[config.mk]
export PLATFORM = sky130hd
export DESIGN_NAME = nv12_rectangle_overlay
export DESIGN_NICKNAME = d
export VERILOG_FILES = /design/src/rtl/core/nv12ro_pkg.sv /design/src/rtl/core/nv12ro_cfg.sv /design/src/rtl/core/nv12ro_fifo.sv /design/src/rtl/core/nv12ro_front.sv /design/src/rtl/core/nv12ro_back.sv /design/src/rtl/core/nv12_rectangle_overlay.sv
export SDC_FILE = /design/constraint.sdc
export NUM_CORES = 1
export LEC_CHECK = 0
export BUFFER_PORTS_ARGS = -buffer_cell sky130_fd_sc_hd__buf_2
export CAP_MARGIN = 20
export CORE_MARGIN = 5
export CORE_UTILIZATION = 40
export DETAILED_ROUTE_END_ITERATION = 16
export PLACE_DENSITY = 0.6
export SKIP_LAST_GASP = 1
export SYNTH_ARGS = -nofsm -noshare
export SYNTH_HDL_FRONTEND = slang
export SYNTH_SLANG_ARGS = --single-unit
export TNS_END_PERCENT = 10
[constraint.sdc]
create_clock -name clk -period 5.7 [get_ports clk]
set_clock_uncertainty 0.1 [all_clocks]
set_input_delay 0.57 -clock clk [delete_from_list [all_inputs] [get_ports clk]]
set_output_delay 0.57 -clock clk [all_outputs]
set_load 0.01 [all_outputs]
[src/rtl/core/nv12ro_pkg.sv]
// Shared types and constants for the NV12 rectangle overlay.
// Used by nv12ro_cfg, nv12ro_back and the top level; depends on nothing else.
package nv12ro_pkg;

  localparam int ADDR_W      = 5;
  localparam int DIM_W       = 13;
  localparam int POS_W       = 12;
  localparam int COLOR_W     = 24;
  localparam int QUEUE_DEPTH = 4;

  typedef enum logic [2:0] {
    REG_IMAGE_WIDTH  = 3'd0,
    REG_IMAGE_HEIGHT = 3'd1,
    REG_RECT_LEFT    = 3'd2,
    REG_RECT_TOP     = 3'd3,
    REG_RECT_WIDTH   = 3'd4,
    REG_RECT_HEIGHT  = 3'd5,
    REG_BOX_COLOR    = 3'd6
  } reg_idx_t;

  localparam logic [DIM_W-1:0]   RST_IMAGE_WIDTH  = 13'd640;
  localparam logic [DIM_W-1:0]   RST_IMAGE_HEIGHT = 13'd480;
  localparam logic [POS_W-1:0]   RST_RECT_LEFT    = 12'd0;
  localparam logic [POS_W-1:0]   RST_RECT_TOP     = 12'd0;
  localparam logic [POS_W-1:0]   RST_RECT_WIDTH   = 12'd8;
  localparam logic [POS_W-1:0]   RST_RECT_HEIGHT  = 12'd8;
  localparam logic [COLOR_W-1:0] RST_BOX_COLOR    = 24'd1927151;

  // Both sides of the rectangle must exceed this to be drawn.
  localparam logic [POS_W-1:0] MIN_RECT_SIZE = 12'd4;

  typedef struct packed {
    logic [DIM_W-1:0]   image_width;
    logic [DIM_W-1:0]   image_height;
    logic [POS_W-1:0]   rect_left;
    logic [POS_W-1:0]   rect_top;
    logic [POS_W-1:0]   rect_width;
    logic [POS_W-1:0]   rect_height;
    logic [COLOR_W-1:0] box_color;
  } cfg_regs_t;

  typedef struct packed {
    logic [7:0] out_byte;
    logic       on_border;
    logic       rect_valid;
    logic       last_of_frame;
  } result_t;

endpackage

[src/rtl/core/nv12ro_cfg.sv]
// Configuration register file with an APB-style port, plus the derived
// effective frame size and rectangle validity. Depends on nv12ro_pkg.
module nv12ro_cfg #(
  parameter int MAX_DIM_BITS = 12
) (
  input  logic                           clk,
  input  logic                           rst_n,
  input  logic                           psel,
  input  logic                           penable,
  input  logic                           pwrite,
  input  logic [nv12ro_pkg::ADDR_W-1:0]  paddr,
  input  logic [31:0]                    pwdata,
  output logic [31:0]                    prdata,
  output logic                           pready,
  output nv12ro_pkg::cfg_regs_t          cfg,
  output logic [MAX_DIM_BITS:0]          eff_width,
  output logic [MAX_DIM_BITS:0]          eff_height,
  output logic                           rect_valid
);
  import nv12ro_pkg::*;

  localparam int DW = MAX_DIM_BITS + 1;
  localparam int XW = (DW > DIM_W) ? DW : DIM_W;
  localparam logic [XW-1:0] MAX_DIM = XW'(1) << MAX_DIM_BITS;

  cfg_regs_t        cfg_r, cfg_nxt;
  logic             wr_en;
  reg_idx_t         idx;
  logic [DIM_W-1:0] right_edge, bottom_edge;

  // Odd sizes round down, and the size is clamped between 2 and what the counters hold.
  function automatic logic [DW-1:0] eff_dim(input logic [DIM_W-1:0] v);
    logic [XW-1:0] e;
    e = XW'(v) & ~XW'(1);
    if (e < XW'(2)) e = XW'(2);
    if (e > MAX_DIM) e = MAX_DIM;
    return e[DW-1:0];
  endfunction

  assign pready = 1'b1;
  assign wr_en  = psel & penable & pwrite & pready;
  assign idx    = reg_idx_t'(paddr[ADDR_W-1:2]);

  always_comb begin
    cfg_nxt = cfg_r;
    if (wr_en) begin
      case (idx)
        REG_IMAGE_WIDTH:  cfg_nxt.image_width  = pwdata[DIM_W-1:0];
        REG_IMAGE_HEIGHT: cfg_nxt.image_height = pwdata[DIM_W-1:0];
        REG_RECT_LEFT:    cfg_nxt.rect_left    = pwdata[POS_W-1:0];
        REG_RECT_TOP:     cfg_nxt.rect_top     = pwdata[POS_W-1:0];
        REG_RECT_WIDTH:   cfg_nxt.rect_width   = pwdata[POS_W-1:0];
        REG_RECT_HEIGHT:  cfg_nxt.rect_height  = pwdata[POS_W-1:0];
        REG_BOX_COLOR:    cfg_nxt.box_color    = pwdata[COLOR_W-1:0];
        default:          cfg_nxt = cfg_r;
      endcase
    end
  end

  always_ff @(posedge clk) begin
    if (!rst_n) begin
      cfg_r.image_width  <= RST_IMAGE_WIDTH;
      cfg_r.image_height <= RST_IMAGE_HEIGHT;
      cfg_r.rect_left    <= RST_RECT_LEFT;
      cfg_r.rect_top     <= RST_RECT_TOP;
      cfg_r.rect_width   <= RST_RECT_WIDTH;
      cfg_r.rect_height  <= RST_RECT_HEIGHT;
      cfg_r.box_color    <= RST_BOX_COLOR;
    end else begin
      cfg_r <= cfg_nxt;
    end
  end

  always_comb begin
    case (idx)
      REG_IMAGE_WIDTH:  prdata = 32'(cfg_r.image_width);
      REG_IMAGE_HEIGHT: prdata = 32'(cfg_r.image_height);
      REG_RECT_LEFT:    prdata = 32'(cfg_r.rect_left);
      REG_RECT_TOP:     prdata = 32'(cfg_r.rect_top);
      REG_RECT_WIDTH:   prdata = 32'(cfg_r.rect_width);
      REG_RECT_HEIGHT:  prdata = 32'(cfg_r.rect_height);
      REG_BOX_COLOR:    prdata = 32'(cfg_r.box_color);
      default:          prdata = 32'd0;
    endcase
  end

  assign cfg        = cfg_r;
  assign eff_width  = eff_dim(cfg_r.image_width);
  assign eff_height = eff_dim(cfg_r.image_height);

  assign right_edge  = {1'b0, cfg_r.rect_left} + {1'b0, cfg_r.rect_width};
  assign bottom_edge = {1'b0, cfg_r.rect_top} + {1'b0, cfg_r.rect_height};

  assign rect_valid = (cfg_r.rect_width > MIN_RECT_SIZE) &&
                      (cfg_r.rect_height > MIN_RECT_SIZE) &&
                      (XW'(right_edge) < XW'(eff_width)) &&
                      (XW'(bottom_edge) < XW'(eff_height));

endmodule

[src/rtl/core/nv12ro_fifo.sv]
// Small register-based first-in first-out queue.
// Generic; depends on nothing. DEPTH must be a power of two.
module nv12ro_fifo #(
  parameter int WIDTH = 8,
  parameter int DEPTH = 4
) (
  input  logic             clk,
  input  logic             rst_n,
  input  logic             push,
  input  logic [WIDTH-1:0] wdata,
  output logic             full,
  input  logic             pop,
  output logic [WIDTH-1:0] rdata,
  output logic             empty
);
  localparam int AW = $clog2(DEPTH);

  logic [WIDTH-1:0] mem_r [DEPTH];
  logic [AW-1:0]    wptr_r, wptr_nxt, rptr_r, rptr_nxt;
  logic [AW:0]      count_r, count_nxt;
  logic             do_push, do_pop;

  assign full    = (count_r == (AW+1)'(DEPTH));
  assign empty   = (count_r == '0);
  assign do_push = push & ~full;
  assign do_pop  = pop & ~empty;
  assign rdata   = mem_r[rptr_r];

  always_comb begin
    wptr_nxt  = do_push ? wptr_r + AW'(1) : wptr_r;
    rptr_nxt  = do_pop ? rptr_r + AW'(1) : rptr_r;
    count_nxt = count_r;
    if (do_push && !do_pop) begin
      count_nxt = count_r + (AW+1)'(1);
    end else if (do_pop && !do_push) begin
      count_nxt = count_r - (AW+1)'(1);
    end
  end

  always_ff @(posedge clk) begin
    if (!rst_n) begin
      wptr_r  <= '0;
      rptr_r  <= '0;
      count_r <= '0;
    end else begin
      wptr_r  <= wptr_nxt;
      rptr_r  <= rptr_nxt;
      count_r <= count_nxt;
    end
  end

  always_ff @(posedge clk) begin
    if (do_push) begin
      mem_r[wptr_r] <= wdata;
    end
  end

endmodule

[src/rtl/core/nv12ro_front.sv]
// Front end: accepts frame bytes, tracks plane, row and column, and tags
// each byte with its position and the end-of-frame mark. Depends on nothing.
module nv12ro_front #(
  parameter int MAX_DIM_BITS = 12
) (
  input  logic                              clk,
  input  logic                              rst_n,
  input  logic                              push,
  input  logic [7:0]                        pixel_byte,
  input  logic                              start_of_frame,
  input  logic                              q_full,
  input  logic [MAX_DIM_BITS:0]             eff_width,
  input  logic [MAX_DIM_BITS:0]             eff_height,
  output logic                              q_push,
  output logic [2*MAX_DIM_BITS+9:0]         q_item
);
  localparam int CW = MAX_DIM_BITS;
  localparam int DW = MAX_DIM_BITS + 1;

  logic [CW-1:0] col_r, col_nxt, row_r, row_nxt;
  logic          chroma_r, chroma_nxt;
  logic [CW-1:0] col_cur, row_cur;
  logic          chroma_cur;
  logic [DW-1:0] rows_here;
  logic          col_end, row_end, last;

  assign q_push = push & ~q_full;

  // A start mark moves the position to the frame origin before this byte.
  assign col_cur    = start_of_frame ? '0 : col_r;
  assign row_cur    = start_of_frame ? '0 : row_r;
  assign chroma_cur = start_of_frame ? 1'b0 : chroma_r;

  assign rows_here = chroma_cur ? (eff_height >> 1) : eff_height;
  assign col_end   = (DW'(col_cur) + DW'(1)) >= eff_width;
  assign row_end   = (DW'(row_cur) + DW'(1)) >= rows_here;
  assign last      = chroma_cur & row_end & col_end;

  assign q_item = {pixel_byte, row_cur, col_cur, chroma_cur, last};

  always_comb begin
    col_nxt    = col_r;
    row_nxt    = row_r;
    chroma_nxt = chroma_r;
    if (q_push) begin
      row_nxt    = row_cur;
      chroma_nxt = chroma_cur;
      if (col_end) begin
        col_nxt = '0;
        if (row_end) begin
          row_nxt    = '0;
          chroma_nxt = ~chroma_cur;
        end else begin
          row_nxt = row_cur + CW'(1);
        end
      end else begin
        col_nxt = col_cur + CW'(1);
      end
    end
  end

  always_ff @(posedge clk) begin
    if (!rst_n) begin
      col_r    <= '0;
      row_r    <= '0;
      chroma_r <= 1'b0;
    end else begin
      col_r    <= col_nxt;
      row_r    <= row_nxt;
      chroma_r <= chroma_nxt;
    end
  end

endmodule

[src/rtl/core/nv12ro_back.sv]
// Back end: takes tagged bytes from the queue, decides whether each lies on
// the rectangle border and substitutes the colour. Depends on nv12ro_pkg.
module nv12ro_back #(
  parameter int MAX_DIM_BITS = 12,
  parameter int BORDER_W     = 2
) (
  input  nv12ro_pkg::cfg_regs_t       cfg,
  input  logic                        rect_valid,
  input  logic                        q_empty,
  input  logic [2*MAX_DIM_BITS+9:0]   q_item,
  output logic                        q_pop,
  input  logic                        res_full,
  output logic                        res_push,
  output nv12ro_pkg::result_t         res
);
  import nv12ro_pkg::*;

  localparam int CW = MAX_DIM_BITS;
  localparam int GW = (CW + 2 > 14) ? CW + 2 : 14;
  localparam logic [GW-1:0] LW = GW'(BORDER_W);

  logic [7:0]    pix;
  logic [CW-1:0] row, col;
  logic          chroma, last;
  logic [GW-1:0] x, y, w, h, lr, lc;
  logic          hit_raw, hit;
  logic [7:0]    colour;

  // A luma pixel is on the border when it lies in the box and within
  // BORDER_W of one of its edges.
  function automatic logic luma_on(input logic [GW-1:0] r, input logic [GW-1:0] c,
                                   input logic [GW-1:0] bx, input logic [GW-1:0] by,
                                   input logic [GW-1:0] bw, input logic [GW-1:0] bh);
    logic in_box, row_edge, col_edge;
    in_box   = !(r < by || r > by + bh || c < bx || c + GW'(1) > bx + bw);
    row_edge = (r < by + LW) || (r + LW > by + bh);
    col_edge = (c < bx + LW) || (c + LW >= bx + bw);
    return in_box && (row_edge || col_edge);
  endfunction

  assign {pix, row, col, chroma, last} = q_item;

  assign x = GW'(cfg.rect_left);
  assign y = GW'(cfg.rect_top);
  assign w = GW'(cfg.rect_width);
  assign h = GW'(cfg.rect_height);

  // A chroma pair covers the 2x2 luma block below and right of (lr, lc).
  assign lr = GW'(row) << 1;
  assign lc = GW'(col) & ~GW'(1);

  always_comb begin
    if (chroma) begin
      hit_raw = luma_on(lr, lc, x, y, w, h) ||
                luma_on(lr, lc + GW'(1), x, y, w, h) ||
                luma_on(lr + GW'(1), lc, x, y, w, h) ||
                luma_on(lr + GW'(1), lc + GW'(1), x, y, w, h);
      colour  = col[0] ? cfg.box_color[7:0] : cfg.box_color[15:8];
    end else begin
      hit_raw = luma_on(GW'(row), GW'(col), x, y, w, h);
      colour  = cfg.box_color[23:16];
    end
  end

  assign hit = rect_valid & hit_raw;

  assign q_pop    = ~q_empty & ~res_full;
  assign res_push = q_pop;

  assign res.out_byte      = hit ? colour : pix;
  assign res.on_border     = hit;
  assign res.rect_valid    = rect_valid;
  assign res.last_of_frame = last;

endmodule

[src/rtl/core/nv12_rectangle_overlay.sv]
// NV12 rectangle overlay: takes one frame byte per clock (luma plane, then
// interleaved U/V) and paints a BORDER_W-thick rectangle border in the
// configured colour. It sustains one byte per clock on both sides while no
// queue is full and the output is popped; a byte passes the four-entry queue
// between the position tracker and the combinational border compare, then
// the four-entry result queue. The user must write registers over the APB
// port only while no byte is in flight; the block itself does not enforce it.
// Depends on nv12ro_pkg, nv12ro_cfg, nv12ro_fifo, nv12ro_front, nv12ro_back.
module nv12_rectangle_overlay #(
  parameter int MAX_DIM_BITS = 12,
  parameter int BORDER_W     = 2
) (
  input  logic                          clk,
  input  logic                          rst_n,
  input  logic                          push,
  output logic                          full,
  input  logic [7:0]                    in_pixel_byte,
  input  logic                          in_start_of_frame,
  input  logic                          pop,
  output logic                          empty,
  output logic [7:0]                    out_byte,
  output logic                          out_on_border,
  output logic                          out_rect_valid,
  output logic                          out_last_of_frame,
  input  logic                          psel,
  input  logic                          penable,
  input  logic                          pwrite,
  input  logic [nv12ro_pkg::ADDR_W-1:0] paddr,
  input  logic [31:0]                   pwdata,
  output logic [31:0]                   prdata,
  output logic                          pready
);
  import nv12ro_pkg::*;

  localparam int ITEM_W = 2 * MAX_DIM_BITS + 10;
  localparam int RES_W  = $bits(result_t);

  cfg_regs_t             cfg;
  logic [MAX_DIM_BITS:0] eff_width, eff_height;
  logic                  rect_valid;
  logic                  q_push, q_full, q_pop, q_empty;
  logic [ITEM_W-1:0]     q_wdata, q_rdata;
  logic                  res_push, res_full;
  result_t               res, res_head;
  logic [RES_W-1:0]      res_rdata;

  nv12ro_cfg #(.MAX_DIM_BITS(MAX_DIM_BITS)) u_cfg (
    .clk        (clk),
    .rst_n      (rst_n),
    .psel       (psel),
    .penable    (penable),
    .pwrite     (pwrite),
    .paddr      (paddr),
    .pwdata     (pwdata),
    .prdata     (prdata),
    .pready     (pready),
    .cfg        (cfg),
    .eff_width  (eff_width),
    .eff_height (eff_height),
    .rect_valid (rect_valid)
  );

  nv12ro_front #(.MAX_DIM_BITS(MAX_DIM_BITS)) u_front (
    .clk            (clk),
    .rst_n          (rst_n),
    .push           (push),
    .pixel_byte     (in_pixel_byte),
    .start_of_frame (in_start_of_frame),
    .q_full         (q_full),
    .eff_width      (eff_width),
    .eff_height     (eff_height),
    .q_push         (q_push),
    .q_item         (q_wdata)
  );

  nv12ro_fifo #(.WIDTH(ITEM_W), .DEPTH(QUEUE_DEPTH)) u_item_q (
    .clk   (clk),
    .rst_n (rst_n),
    .push  (q_push),
    .wdata (q_wdata),
    .full  (q_full),
    .pop   (q_pop),
    .rdata (q_rdata),
    .empty (q_empty)
  );

  nv12ro_back #(.MAX_DIM_BITS(MAX_DIM_BITS), .BORDER_W(BORDER_W)) u_back (
    .cfg        (cfg),
    .rect_valid (rect_valid),
    .q_empty    (q_empty),
    .q_item     (q_rdata),
    .q_pop      (q_pop),
    .res_full   (res_full),
    .res_push   (res_push),
    .res        (res)
  );

  nv12ro_fifo #(.WIDTH(RES_W), .DEPTH(QUEUE_DEPTH)) u_res_q (
    .clk   (clk),
    .rst_n (rst_n),
    .push  (res_push),
    .wdata (res),
    .full  (res_full),
    .pop   (pop),
    .rdata (res_rdata),
    .empty (empty)
  );

  assign full              = q_full;
  assign res_head          = result_t'(res_rdata);
  assign out_byte          = res_head.out_byte;
  assign out_on_border     = res_head.on_border;
  assign out_rect_valid    = res_head.rect_valid;
  assign out_last_of_frame = res_head.last_of_frame;

endmodule

==> results.sh <==
export IMPL_status="completed"
export IMPL_viasPerCell=5.68
export IMPL_final_cell_mix="nand2_1, ha_1, edfxtp_1"
export IMPL_globalRouteMet3Util_pct=3.53
export IMPL_gp_congestion=0.936
export IMPL_drive_above_1_share_pct=13.8
export IMPL_dp_hpwl_mm=45.9
export IMPL_top_usage_layer="met2"
export IMPL_yosysSeqAreaShare_pct=39.4
export IMPL_syn_area_um2=20900
export IMPL_p_seq_share_pct=32.1
export IMPL_antenna_left=0
export IMPL_die_x_um=239
export IMPL_relSlewSlack_pct=26.7
export IMPL_worstSetupPathType="reg2reg"
export IMPL_p_sw_mw=3.31
export IMPL_p_leak_nw=9.33
export IMPL_clock_sinks=321
export IMPL_hold_slack_ns=0.122
export IMPL_synth_top_area_share_pct=25.9
export IMPL_hp_class="in2reg"
export IMPL_finalCriticalPeriod_ns=5.51
export IMPL_maxCapViolations=0
export IMPL_dp_cells=2826
export IMPL_clkTransAtPathRegs_ns=0.06
export IMPL_cts_buffers=37
export IMPL_start_util_pct=40.6
export IMPL_route_detailed_drc=0
export IMPL_clk_latency_ns=0.56
export IMPL_synth_xor_area_share_pct=4.81
export IMPL_cp_end_kind="register"
export IMPL_post_route_period_util_pct=96.8
export IMPL_synth_adder_area_share_pct=15.0
export IMPL_io_pins=99
export IMPL_worstPathRequired_ns=5.90
export IMPL_synth_top_area_cell="edfxtp_1"
export IMPL_h_tree_depth=2
export IMPL_clock_root_buffer="clkbuf_16"
export IMPL_synth_edf_count=180
export IMPL_power_frac_comb_pct=42.5
export IMPL_met2_usage_pct=34.3
export IMPL_diodes=0
export IMPL_final_setup_viol_count=0
export IMPL_ys_types=77
export IMPL_core_region_area_um2=51500
export IMPL_synthMuxAreaShare_pct=8.91
export IMPL_cts_tree="done"
export IMPL_synth_ff_type="edfxtp_1"
export IMPL_syn_avg_cell_area_um2=9.98
export IMPL_synth_simple_area_share_pct=15.7
export IMPL_pwr_share_clk_pct=25.4
export IMPL_ir_drop_uv=221
export IMPL_crit_fanout=9
export IMPL_holdBufCountCts=0
export IMPL_design_power_total_mw=9.01
export IMPL_maxSlewViolCount=0
export IMPL_grt_pass1_vias=16400
export IMPL_grt_max_degree=96
export IMPL_drt_iter0_drc=1273
export IMPL_netlist_instances=2093
export IMPL_synthTopCellsByArea="edfxtp_1, ha_1, dfxtp_1"
export IMPL_drt_total_wl_mm=61.5
export IMPL_clk_path_buf_depth=3
export IMPL_rows=83
export IMPL_portBuffers=79
export IMPL_synthArstFlopShare_pct=0
export IMPL_die_area_um2=56900
export IMPL_powerDensity_nw_per_um2=383
export IMPL_worst_setup_path_start_kind="register"
export IMPL_vias=16400
export IMPL_track_usage_pct=21.0
export IMPL_final_hold_viol_count=0
export IMPL_layout_commonest_cell="nand2_1"
export IMPL_area_delta_synth_final_pct=12.6
export IMPL_overflow=0
export IMPL_worstMarginPinSlew_ns=1.10
export IMPL_synth_compound_area_share_pct=12.4
export IMPL_wl_per_cell_um=21.2
export IMPL_switching_share_pct=36.7
export IMPL_p_int_mw=5.70
export IMPL_final_util_pct=45.7
export IMPL_die_y_um=239
export IMPL_grtUsageMet1_pct=29.1
export IMPL_ys_warn_count=0
export IMPL_stdcell_count=2896
export IMPL_worstPathArrival_ns=5.71
export IMPL_max_freq_mhz=181
export IMPL_dr_pass1_iters=7
export IMPL_grt_pass1_wl_mm=94.2
export IMPL_nNetsFinal=2487
export IMPL_ys_ff_latch=321
export IMPL_antenna_found_initial=0
export IMPL_synth_top_family_by_area="simple AND/OR/NAND/NOR gates"
[cell type report]
type / count / area [um2]
clock buffer: 54 / 1060
clock inverter: 12 / 113
fill: 4878 / 28000
inverter: 106 / 399
multi-input combinational: 1587 / 12000
sequential: 321 / 8230
tap: 680 / 851
timing repair buffer: 136 / 856
[sequential cells by signal, indices dropped and copies added (netlist names), named ones only]
signal / flops
u_item_q.mem_r: 136
u_cfg.cfg: 98
u_res_q.mem_r: 44
u_front.col_r: 12
u_front.row_r: 12
u_item_q.count_r: 3
u_res_q.count_r: 3
u_item_q.rptr_r: 2
u_item_q.wptr_r: 2
u_res_q.rptr_r: 2
u_res_q.wptr_r: 2
u_front.chroma_r: 1
[metrics by stage]
stage	TNS (ns)	worst slack, ns	cell area (um2)
6_report	0	0.185	23500
5_1_grt	-0.769	-0.0324	23500
4_1_cts	0	0.150	23400
3_3_place_gp	0	0.218	22200
2_1_floorplan	0	0.660	20900
3_5_place_dp	0	0.216	22200
[layer usage]
layer	wire, um	vias up	part of all wire, %
met1	27500	7968	45
met3	4320	103	7.0
met2	28100	548	46
li1	-	7825	-
met4	1560	0	2.5
met5	0	-	0
[cells in the mapped netlist, drive strengths merged (9+ instances only)]
library cell,instances
a211oi,14
a21o,43
a21oi,148
a22oi,16
a31oi,20
and2,11
and3,26
buf,26
clkbuf,60
dfxtp,141
edfxtp,180
ha,241
inv,105
mux2,20
mux2i,51
mux4,50
nand2,247
nand2b,24
nand3,85
nand4,35
nor2,141
nor2b,37
nor3,32
nor4,14
o211ai,9
o21a,19
o21ai,71
o21bai,11
xnor2,66
xor2,39
[final timing paths]
check             slack (ns)  depth (start not counted)                               to                            from
setup reg to reg        0.19                         21    u_res_q.mem_r[3][7]$_DFFE_PP_      u_cfg.cfg[61]$_SDFFE_PN0P_
setup / recovery        0.19                         21    u_res_q.mem_r[3][7]$_DFFE_PP_      u_cfg.cfg[61]$_SDFFE_PN0P_
hold reg to reg         0.35                          2   u_front.col_r[10]$_SDFFE_PN0P_  u_front.col_r[10]$_SDFFE_PN0P_
hold / removal          0.12                          1  u_item_q.mem_r[1][32]$_DFFE_PP_                in_pixel_byte[6]
[kinds of logic after synthesis]
| logic type | Yosys count |
|---|---|
| flip-flops | 321 |
| multiplexers | 121 |
| adder cells (fa/ha/maj) | 249 |
| other | 2 |
| AND/OR/NAND/NOR | 690 |
| AO/OA/AOI/OAI | 410 |
| buffers and inverters | 192 |
| XOR/XNOR | 108 |
[critical path, cell delays in order (launching register included)]
cell	delay (ns)
dfxtp_1	0.38
ha_1	0.32
a211oi_1	0.10
or4_4	0.55
a31oi_1	0.17
o21ai_0	0.09
nand2b_1	0.09
a21o_1	0.16
xor2_2	0.23
inv_2	0.09
ha_1	0.30
nand3_1	0.14
or2_2	0.37
o21a_1	0.22
mux2i_1	0.19
a211oi_2	0.13
o221ai_1	0.26
a22oi_2	0.16
a41o_1	0.27
a211oi_4	0.36
buf_12	0.18
mux2_2	0.37
[power by group through the flow]
stage               Combinational (mW)  Clock (mW)  Sequential (mW)
floorplan                         2.74           0             2.86
global placement                  3.66           0             2.93
detailed placement                3.78           0             2.94
CTS                               3.80        2.34             2.89
global route                      4.25        2.44             2.92
finish                            3.83        2.29             2.89
[timing repair]
item,CTS,global route
endpoints found under the setup margin,0,32
gates resized for setup,0,18
buffers inserted,0,3
Note: power is estimated with default switching activity, not from simulation.
